[config.mk]
export PLATFORM = sky130hd
export DESIGN_NAME = length_prefix_deframer_core_flat
export DESIGN_NICKNAME = d
export VERILOG_FILES = /design/src/sv/lpd_pkg.sv /design/src/sv/lpd_if.sv /design/src/sv/lpd_apb_regs.sv /design/src/sv/length_prefix_deframer_core.sv /design/src/flat_wrapper.sv
export SDC_FILE = /design/constraint.sdc
export NUM_CORES = 1
export LEC_CHECK = 0
export BUFFER_PORTS_ARGS = -buffer_cell sky130_fd_sc_hd__buf_2
export CELL_PAD_IN_SITES_DETAIL_PLACEMENT = 0
export CELL_PAD_IN_SITES_GLOBAL_PLACEMENT = 1
export CORE_MARGIN = 2
export CORE_UTILIZATION = 45
export CTS_BUF_LIST = sky130_fd_sc_hd__clkbuf_8
export CTS_CLUSTER_SIZE = 16
export DETAILED_ROUTE_END_ITERATION = 10
export GPL_ROUTABILITY_DRIVEN = 1
export GPL_TIMING_DRIVEN = 0
export MAX_ROUTING_LAYER = met4
export PLACE_DENSITY = 0.83
export RECOVER_POWER = 25
export SYNTH_ARGS = -nofsm -noshare
export SYNTH_HDL_FRONTEND = slang
export SYNTH_HIERARCHICAL = 1
export SYNTH_SLANG_ARGS = --single-unit
[constraint.sdc]
create_clock -name clk -period 4.73 [get_ports clk]
set_clock_uncertainty 0.15 [all_clocks]
set_input_delay 0.473 -clock clk [delete_from_list [all_inputs] [get_ports clk]]
set_output_delay 0.473 -clock clk [all_outputs]
set_load 0.01 [all_outputs]
[src/sv/lpd_pkg.sv]
// lpd_pkg: shared constants for the length-prefix deframer
// register map, field widths and framing phase codes
// no dependencies
package lpd_pkg;

    localparam int MAX_LEN_W = 22;
    localparam logic [MAX_LEN_W-1:0] MAX_LEN_RESET = 22'd2097152;

    localparam int APB_ADDR_W = 3;
    localparam int APB_DATA_W = 32;
    localparam logic REG_MAX_LEN = 1'b0;

    localparam logic [1:0] PH_HEADER  = 2'd0;
    localparam logic [1:0] PH_PAYLOAD = 2'd1;
    localparam logic [1:0] PH_DROP    = 2'd2;

endpackage

[src/sv/lpd_if.sv]
// lpd_in_if / lpd_out_if: valid/ready word channels of the deframer
// no dependencies
interface lpd_in_if;
    logic       valid;
    logic       ready;
    logic       mode;
    logic [7:0] data_byte;

    modport source (output valid, output mode, output data_byte, input ready);
    modport sink   (input valid, input mode, input data_byte, output ready);
endinterface

interface lpd_out_if;
    logic       valid;
    logic       ready;
    logic [7:0] payload_byte;
    logic       last_in_packet;
    logic       length_error;

    modport source (output valid, output payload_byte, output last_in_packet,
                    output length_error, input ready);
    modport sink   (input valid, input payload_byte, input last_in_packet,
                    input length_error, output ready);
endinterface

[src/sv/lpd_apb_regs.sv]
// lpd_apb_regs: apb register file holding the maximum packet length
// depends on lpd_pkg
module lpd_apb_regs
    import lpd_pkg::*;
(
    input  logic                  clk,
    input  logic                  rst_n,
    input  logic                  psel,
    input  logic                  penable,
    input  logic                  pwrite,
    input  logic [APB_ADDR_W-1:0] paddr,
    input  logic [APB_DATA_W-1:0] pwdata,
    output logic [APB_DATA_W-1:0] prdata,
    output logic                  pready,
    output logic [MAX_LEN_W-1:0]  max_len
);

    logic [MAX_LEN_W-1:0] max_len_reg;
    logic [MAX_LEN_W-1:0] max_len_next;
    logic                 wr_en;

    assign pready = 1'b1;
    assign wr_en  = psel && penable && pwrite && pready;

    // word index is paddr[2], byte offset bits ignored
    always_comb
    begin
        max_len_next = max_len_reg;
        if (wr_en && (paddr[2] == REG_MAX_LEN))
        begin
            max_len_next = pwdata[MAX_LEN_W-1:0];
        end
    end

    always_ff @(posedge clk or negedge rst_n)
    begin
        if (!rst_n)
        begin
            max_len_reg <= MAX_LEN_RESET;
        end
        else
        begin
            max_len_reg <= max_len_next;
        end
    end

    always_comb
    begin
        prdata = '0;
        if (paddr[2] == REG_MAX_LEN)
        begin
            prdata = APB_DATA_W'(max_len_reg);
        end
    end

    assign max_len = max_len_reg;

endmodule

[src/sv/length_prefix_deframer_core.sv]
// length_prefix_deframer_core: streaming deframer for length-prefixed packets
// depends on lpd_pkg, lpd_in_if / lpd_out_if and lpd_apb_regs
//
// Takes one received byte per word on in_ch and strips a little-endian length
// header of HEADER_BYTES bytes (least significant first) from the front of
// each packet. Payload bytes then stream out on out_ch one per word, the final
// one marked with last_in_packet. A header holding zero, or a length above the
// max_packet_length register (apb byte address 0, reset 2097152), yields one
// word with length_error set and payload_byte/last_in_packet zero; after that
// all bytes are dropped until a word with mode = 1 (new connection) arrives,
// which resets the framing state and produces nothing. Header bytes and
// dropped bytes produce no output word. Throughput is one input word per clock
// while out_ch is not stalled: each word is held in an input register,
// processed by a single level of header/payload logic and written to an output
// register. in_ch.ready stays high while the output register is empty or being
// drained, so both sides can stall independently.
// The register should only be written while no bytes are in flight.
module length_prefix_deframer_core
    import lpd_pkg::*;
#(
    parameter int HEADER_BYTES = 4
)
(
    input  logic                  clk,
    input  logic                  rst_n,
    lpd_in_if.sink                in_ch,
    lpd_out_if.source             out_ch,
    input  logic                  psel,
    input  logic                  penable,
    input  logic                  pwrite,
    input  logic [APB_ADDR_W-1:0] paddr,
    input  logic [APB_DATA_W-1:0] pwdata,
    output logic [APB_DATA_W-1:0] prdata,
    output logic                  pready
);

    localparam int LEN_W = 8 * HEADER_BYTES;

    // configuration
    logic [MAX_LEN_W-1:0] max_len;

    lpd_apb_regs u_regs (
        .clk     (clk),
        .rst_n   (rst_n),
        .psel    (psel),
        .penable (penable),
        .pwrite  (pwrite),
        .paddr   (paddr),
        .pwdata  (pwdata),
        .prdata  (prdata),
        .pready  (pready),
        .max_len (max_len)
    );

    // input register
    logic       in_vld_reg;
    logic       in_mode_reg;
    logic [7:0] in_byte_reg;
    logic       advance;

    // framing state
    logic [1:0]           phase_reg;
    logic [1:0]           phase_next;
    logic [1:0]           hdr_idx_reg;
    logic [1:0]           hdr_idx_next;
    logic [LEN_W-1:0]     len_reg;
    logic [LEN_W-1:0]     len_next;
    logic [MAX_LEN_W-1:0] left_reg;
    logic [MAX_LEN_W-1:0] left_next;

    // output register
    logic       out_vld_reg;
    logic [7:0] out_byte_reg;
    logic       out_last_reg;
    logic       out_err_reg;

    // per-word result
    logic             produce;
    logic [7:0]       res_byte;
    logic             res_last;
    logic             res_err;
    logic [LEN_W-1:0] len_full;
    logic [31:0]      len32;
    logic [MAX_LEN_W-1:0] left_dec;

    // the output side can take a new result when empty or draining
    assign advance     = in_vld_reg && (!out_vld_reg || out_ch.ready);
    assign in_ch.ready = !in_vld_reg || advance;

    // header byte merged into the length at the current header position
    always_comb
    begin
        len_full = len_reg;
        for (int k = 0; k < HEADER_BYTES; k++)
        begin
            if (hdr_idx_reg == 2'(k))
            begin
                len_full[8*k +: 8] = len_reg[8*k +: 8] | in_byte_reg;
            end
        end
    end

    assign len32    = 32'(len_full);
    assign left_dec = left_reg - 1'b1;

    always_comb
    begin
        phase_next   = phase_reg;
        hdr_idx_next = hdr_idx_reg;
        len_next     = len_reg;
        left_next    = left_reg;
        produce      = 1'b0;
        res_byte     = 8'd0;
        res_last     = 1'b0;
        res_err      = 1'b0;
        if (in_mode_reg)
        begin
            // new connection clears all framing
            phase_next   = PH_HEADER;
            hdr_idx_next = 2'd0;
            len_next     = '0;
            left_next    = '0;
        end
        else if (phase_reg == PH_DROP)
        begin
            // bytes after a bad header are discarded
        end
        else if (phase_reg == PH_PAYLOAD)
        begin
            left_next = left_dec;
            produce   = 1'b1;
            res_byte  = in_byte_reg;
            res_last  = (left_dec == '0);
            if (left_dec == '0)
            begin
                phase_next   = PH_HEADER;
                hdr_idx_next = 2'd0;
                len_next     = '0;
            end
        end
        else
        begin
            // header phase; the unused phase code behaves the same
            len_next = len_full;
            if (32'(hdr_idx_reg) + 32'd1 < 32'(HEADER_BYTES))
            begin
                hdr_idx_next = hdr_idx_reg + 2'd1;
                phase_next   = PH_HEADER;
            end
            else
            begin
                hdr_idx_next = 2'd0;
                if ((len32 == 32'd0) || (len32 > 32'(max_len)))
                begin
                    phase_next = PH_DROP;
                    produce    = 1'b1;
                    res_err    = 1'b1;
                end
                else
                begin
                    left_next  = len32[MAX_LEN_W-1:0];
                    phase_next = PH_PAYLOAD;
                end
            end
        end
    end

    always_ff @(posedge clk or negedge rst_n)
    begin
        if (!rst_n)
        begin
            in_vld_reg  <= 1'b0;
            out_vld_reg <= 1'b0;
            phase_reg   <= PH_HEADER;
            hdr_idx_reg <= 2'd0;
            len_reg     <= '0;
            left_reg    <= '0;
        end
        else
        begin
            if (in_ch.ready)
            begin
                in_vld_reg <= in_ch.valid;
            end
            if (!out_vld_reg || out_ch.ready)
            begin
                out_vld_reg <= advance && produce;
            end
            if (advance)
            begin
                phase_reg   <= phase_next;
                hdr_idx_reg <= hdr_idx_next;
                len_reg     <= len_next;
                left_reg    <= left_next;
            end
        end
    end

    // payload registers, no reset needed
    always_ff @(posedge clk)
    begin
        if (in_ch.valid && in_ch.ready)
        begin
            in_mode_reg <= in_ch.mode;
            in_byte_reg <= in_ch.data_byte;
        end
        if (advance && produce)
        begin
            out_byte_reg <= res_byte;
            out_last_reg <= res_last;
            out_err_reg  <= res_err;
        end
    end

    assign out_ch.valid          = out_vld_reg;
    assign out_ch.payload_byte   = out_byte_reg;
    assign out_ch.last_in_packet = out_last_reg;
    assign out_ch.length_error   = out_err_reg;

endmodule

[src/flat_wrapper.sv]
// flat-port wrapper written by rule: the top's interface ports become plain ports
module length_prefix_deframer_core_flat import lpd_pkg::*;
#(
    parameter int HEADER_BYTES = 4
)
  (clk, rst_n, psel, penable, pwrite, paddr, pwdata, prdata, pready, in_ch_valid, in_ch_mode, in_ch_data_byte, in_ch_ready, out_ch_valid, out_ch_payload_byte, out_ch_last_in_packet, out_ch_length_error, out_ch_ready);
  lpd_in_if in_ch_i ();
  lpd_out_if out_ch_i ();
  input  logic clk;
  input  logic rst_n;
  input  logic psel;
  input  logic penable;
  input  logic pwrite;
  input  logic [APB_ADDR_W-1:0] paddr;
  input  logic [APB_DATA_W-1:0] pwdata;
  output logic [APB_DATA_W-1:0] prdata;
  output logic pready;
  input wire logic [$bits(in_ch_i.valid)-1:0] in_ch_valid;
  input wire logic [$bits(in_ch_i.mode)-1:0] in_ch_mode;
  input wire logic [$bits(in_ch_i.data_byte)-1:0] in_ch_data_byte;
  output wire logic [$bits(in_ch_i.ready)-1:0] in_ch_ready;
  output wire logic [$bits(out_ch_i.valid)-1:0] out_ch_valid;
  output wire logic [$bits(out_ch_i.payload_byte)-1:0] out_ch_payload_byte;
  output wire logic [$bits(out_ch_i.last_in_packet)-1:0] out_ch_last_in_packet;
  output wire logic [$bits(out_ch_i.length_error)-1:0] out_ch_length_error;
  input wire logic [$bits(out_ch_i.ready)-1:0] out_ch_ready;
  assign in_ch_i.valid = in_ch_valid;
  assign in_ch_i.mode = in_ch_mode;
  assign in_ch_i.data_byte = in_ch_data_byte;
  assign in_ch_ready = in_ch_i.ready;
  assign out_ch_valid = out_ch_i.valid;
  assign out_ch_payload_byte = out_ch_i.payload_byte;
  assign out_ch_last_in_packet = out_ch_i.last_in_packet;
  assign out_ch_length_error = out_ch_i.length_error;
  assign out_ch_i.ready = out_ch_ready;
  length_prefix_deframer_core #(.HEADER_BYTES(HEADER_BYTES)) u_core (.clk(clk), .rst_n(rst_n), .in_ch(in_ch_i), .out_ch(out_ch_i), .psel(psel), .penable(penable), .pwrite(pwrite), .paddr(paddr), .pwdata(pwdata), .prdata(prdata), .pready(pready));
endmodule
* Word level (Yosys, flattened, before mapping) *
Cells that the tools add are included.

operators by class
  mux-type cells = 29
  order comparisons = 2
  reduce and logical (&&, ||, !) cells = 18
  $add $sub $neg = 3
  equal/unequal tests = 9
  bitwise operators = 6

operators by type and width
  operator                                               count
  two-way mux 22 bit                                     6
  two-way mux 32 bit                                     4
  > comparator 32 x 22 -> 1 bit                          1
  logical NOT 32 bit                                     1
  < comparator 32 x 3 -> 1 bit, second input constant    1
  two-way mux 8 bit                                      4
  OR 8 bit                                               4
  logical NOT 22 bit                                     1
  subtractor 22 x 1 -> 22 bit, second input constant     1
  two-way mux 2 bit                                      10
  == test 2 bit, second input constant                   3
  logical AND 1 bit                                      6
  inequality test 3 x 1 -> 1 bit, second input constant  2
  OR reduction 3 bit                                     2
  two-way mux 1 bit                                      5
  == test 2 x 1 -> 1 bit, second input constant          2
  AND reduction 4 bit                                    1
  adder 2 x 1 -> 3 bit, second input constant            1
  logical OR 1 bit                                       3
  inequality test 3 x 2 -> 1 bit, second input constant  1
  AND reduction 3 bit                                    1
  adder 2 x 1 -> 2 bit, second input constant            1
  logical NOT 1 bit                                      2
  logical NOT 2 bit                                      1
  2 further kinds                                        3

word-level totals
  output and inout port bits = 45
  bits in registers = 101
  logic and storage cells = 79

* Logic depth before layout (Yosys ltp) *
  depth in word-level cells = 10
  depth in mapped cells = 14
  depth with buffers taken out = 12

* By module *
The synthesis kept the hierarchy.

by module, submodules not included
  module                       cells each  area an instance (um^2)  instances  sequential area each (um^2)
  length_prefix_deframer_core  498         4714.5                   1          2072.0
  lpd_apb_regs                 84          1156.1                   1          551.8

* Least setup slack after synthesis *
No wires, ideal clock.

  kind = register to register
  start = register u_core.hdr_idx_reg[0]
  end = register u_core.left_reg[14]
  clock period less this slack = 3.214 ns
  setup slack = 1.516 ns
  arrival time = 2.930 ns
  buffers on the path = 2
  setup time = 0.134 ns
  cell stages (with the launch flop) = 13
  cells stage by stage = dfrtp_1 -> ha_1 -> buf_6 -> a21o_2 -> ha_1 -> nand4_1 -> nor4_1 -> a21boi_0 -> o311ai_0 -> a41oi_1 -> nand2b_1 -> clkbuf_1 -> o21ai_0

between the ends
  cells in the longest elaborated chain, start to end = 7

ends and longest elaborated chain
  item                                                                                   line                                source
  start, declared                                                                        length_prefix_deframer_core.sv:64   logic [1:0] hdr_idx_reg;
  start signal, assigned                                                                 length_prefix_deframer_core.sv:192  hdr_idx_reg <= hdr_idx_next;
  parallel branches: the longest is 7 deep, another holds > comparator 32 x 22 -> 1 bit  n/a
  end signal, assigned                                                                   length_prefix_deframer_core.sv:194  left_reg <= left_next;
  end, declared                                                                          length_prefix_deframer_core.sv:68   logic [MAX_LEN_W-1:0] left_reg;

Several ways; the timed one is not identified. The select of a mux whose other input is x is not followed.
A chain may end at the register's enable or synchronous reset.

* Worst setup path after layout *
  start = register u_core.hdr_idx_reg[0]
  end = register u_core.left_reg[15]

Same word-level chain as after synthesis.

==> metrics.md <==
| Metric | Value |
|---|---|
| Status | `finished with violations` |
| Failing checks | `capacitance limit, slew limit` |
| Input/output buffers | `72` |
| Worst setup SP type | `flip-flop` |
| Chip Width | `118.2 µm` |
| Highest clock frequency the design can meet | `0.2340 GHz` |
| Highest Signal Layer | `met4` |
| Setup tns final | `0 ns` |
| Antenna-violating nets left | `0` |
| Required time of the critical path | `4.87 ns` |
| Max_slew headroom | `-0.3071` |
| Share of synthesized registers carrying an async set or reset | `0.8119` |
| Hold slack final | `0.1254 ns` |
| Setup repair after global routing missed its margin | `no` |
| Switch Pwr | `1.113 mW` |
| Num ports | `96` |
| Number of flip-flops in the largest register | `32` |
| Post-synth EDFFs | `19` |
| Die area | `13980 µm²` |
| Storage element area | `2624 µm²` |
| Worst Path Max Fanout | `10` |
| CTS tree | `yes` |
| Power share of the combinational group | `0.395` |
| Commonest register cell after synthesis | `dfrtp_1` |
| Row Count | `41` |
| Proportion of power drawn by the clock network | `0.192` |
| WL per Instance | `18.34 µm` |
| Hold WC Path Type | `in2reg` |
| Final-layout fill cell count | `1197` |
| Number of buffers created by CTS | `9` |
| Maximum vdd ir drop | `0.1797 mV` |
| Number of register bits inferred by synthesis | `101` |
| CTS clock-pin slew for the worst setup and hold paths | `0.11 ns` |
| Fraction of final layout cells sized beyond drive strength 1 | `0.1997` |
| Initial antenna violation count | `0` |
| Die extent in y | `118.2 µm` |
| Number of remaining DRC errors | `0` |
| Core ar. | `12670 µm²` |
| Combined area of the multi-input logic cells | `2771 µm²` |
| Most common cell after layout, fill and taps aside | `dfrtp_1` |
| Fraction of the yosys area taken by sequential cells | `0.4469` |
| Kind of capture point of the worst setup path | `flip-flop` |
| Arrival time worst endpoint | `4.41 ns` |
| Number of violations of the max-capacitance limit | `1` |
| Post-Synthesis Mean Instance Area | `10.09 µm²` |
| First-pass GRT wire length | `24940 µm` |
| Yosys cell types | `64` |
| Number of global-route vias before repair | `4719` |
| Final global-route overflow total | `0` |
| Total GRT Usage | `0.2324` |
| Initial cell density of the core | `0.4633` |
| Post-DP HPWL | `11730 µm` |
| Post-synthesis cell count | `582` |
| Final-report max-slew violation count | `32` |
| Via total after detailed routing | `4867` |
| Cell-internal power | `1.728 mW` |
| Worst Tran Pin Value | `1.961 ns` |
| Layout area overhead | `12.83%` |
| Cell area after synthesis | `5871 µm²` |
| Met2 WL post-DR | `7276 µm` |
| Detailed Routing Iterations Pass 1 | `5` |
| Sum of routed wire segments on met1 | `7327 µm` |
| Leading cell types in the layout, fill and taps excluded | `81 x dfrtp_1, 70 x buf_2, 57 x o21ai_0` |
| Fraction of the core area covered by cells at the end of the flow | `0.5228` |
| Skew-Pair Late Insertion Delay | `0.37 ns` |
| Largest buffer count on any clock path | `2` |
| Vias per cell | `5.706` |
| GPL Wtd Cong | `0.9276` |
| Classification of the worst setup path | `reg2reg` |
| Pwr/cell area | `428.9 nW/µm²` |
| Iter 0 DRT Violations | `435` |
| Cell chosen for the clock root | `clkbuf_8` |
| Count of clock tree sinks | `101` |
| Final wirelength | `15640 µm` |
| Part of the power in registers | `0.413` |
| Post-route minimum period | `4.274 ns` |
| Final period utilization | `0.9035` |
| Buffers inserted by post-CTS timing repair | `0` |
| Number of hold violations in the final report | `0` |
| Level count of the clock H-tree | `3` |
| WL met3 | `792 µm` |
| Switching part of the total power | `0.3917` |
| Pin count of the biggest net entering global routing | `52` |
| Final Setup Violations | `0` |
| YS warnings | `6` |
| Cell leakage power | `3.147 nW` |
| Nets | `755` |
| Ant diodes | `0` |
[cells in the mapped netlist (3+ instances only)]
cell      number  area, µm²
a21o_2         9      78.83
a22o_2         5      50.05
nor4_1        14      87.58
clkbuf_1      16      60.06
and2_1        10      62.56
a22oi_1        3      22.52
ha_1          28      350.3
edfxtp_1      19      570.6
a21oi_1       44      220.2
nand3_1        7      35.03
nor2b_1       26      162.7
nand2_1       18      67.56
o21ai_0       57      285.3
a21o_1         6      45.04
nor3_1        21      105.1
buf_4         11      82.58
buf_6          9      101.4
nand4_1       11      68.82
dfrtp_1       81       2027
or3_1          7      43.79
inv_1         36      135.1
a22o_1        17      148.9
a32oi_1        6      52.55
nand2b_1       7      43.79
nor2_1        31      116.4
mux2_4        20      300.3
a31oi_1        3      18.77
o31ai_1       10      75.07
[through the flow]
stage               std cells  total power [mW]  instance area, µm²  setup slack [ns]
floorplan                 591             1.954                5904             1.516
global placement          835             2.275                6480            0.5864
detailed placement        836             2.311                6510            0.5266
CTS                       853             2.862                6711            0.4961
global route              853             3.034                6624            0.2457
finish                    853             2.841                6624            0.4563
[area by class of cell]
cell class              count  share of cell area
plain buffers              43             0.04401
clock buffers               9             0.01870
clock inverters             7             0.01020
inverters                  36             0.02040
multi-input cells         411              0.4184
flip-flops and latches    101              0.3961
well taps                 172             0.03249
repair buffers             74             0.05969
[path summary, 6_finish.rpt]
kind	slack [ns]	start	endpoint	depth (start not counted)
setup / recovery	0.46	u_core/hdr_idx_reg[0]	u_core/left_reg[15]	13
hold / removal	0.13	in_ch_mode	u_core/in_mode_reg	1
setup reg to reg	0.46	u_core/hdr_idx_reg[0]	u_core/left_reg[15]	13
hold reg to reg	0.34	u_core/len_reg[28]	u_core/len_reg[28]	2
max in group asynchronous	2.26	rst_n	u_core/len_reg[22]	2
min in group asynchronous	1.03	rst_n	u_core/left_reg[4]	2
[power by group through the flow]
stage	registers (mW)	logic (mW)	clock network [mW]
detailed placement	1.18	1.13	0
floorplan	1.14	0.816	0
CTS	1.17	1.13	0.562
finish	1.17	1.12	0.547
global placement	1.18	1.09	0
global route	1.19	1.25	0.593
[per-layer routing]
metal	vias to the layer above	GRT usage
li1	2297	-
met1	2360	0.3240
met2	194	0.3562
met3	16	0.02847
met4	0	0.07003
met5	-	-
[critical path, cell delays in order, from the launching register on]
cell and delay (ns):
dfrtp_1 0.45, inv_1 0.09, ha_1 0.21, buf_6 0.14, a21o_2 0.24, ha_1 0.30
a21oi_1 0.19, o21ai_0 0.11, a221o_1 0.34, o311ai_0 0.75, a41oi_1 0.40, nand2b_1 0.31
clkbuf_1 0.29, o21ai_0 0.23
[what timing repair did]
action	CTS	global route
gates resized for setup	0	0
hold buffers	1	0
hold endpoints to repair	31	0
[cell families after synthesis]
logic type / count (synthesis) / synth area share
other cells: 2 / 0.001279
compound gates: 178 / 0.1954
xor+xnor: 3 / 0.004477
mux: 22 / 0.05499
simple gates: 169 / 0.1620
buf+inv: 79 / 0.07524
flops: 101 / 0.4469
fa+ha+maj: 28 / 0.05968
No activity file was read; power rests on OpenSTA's default activity.
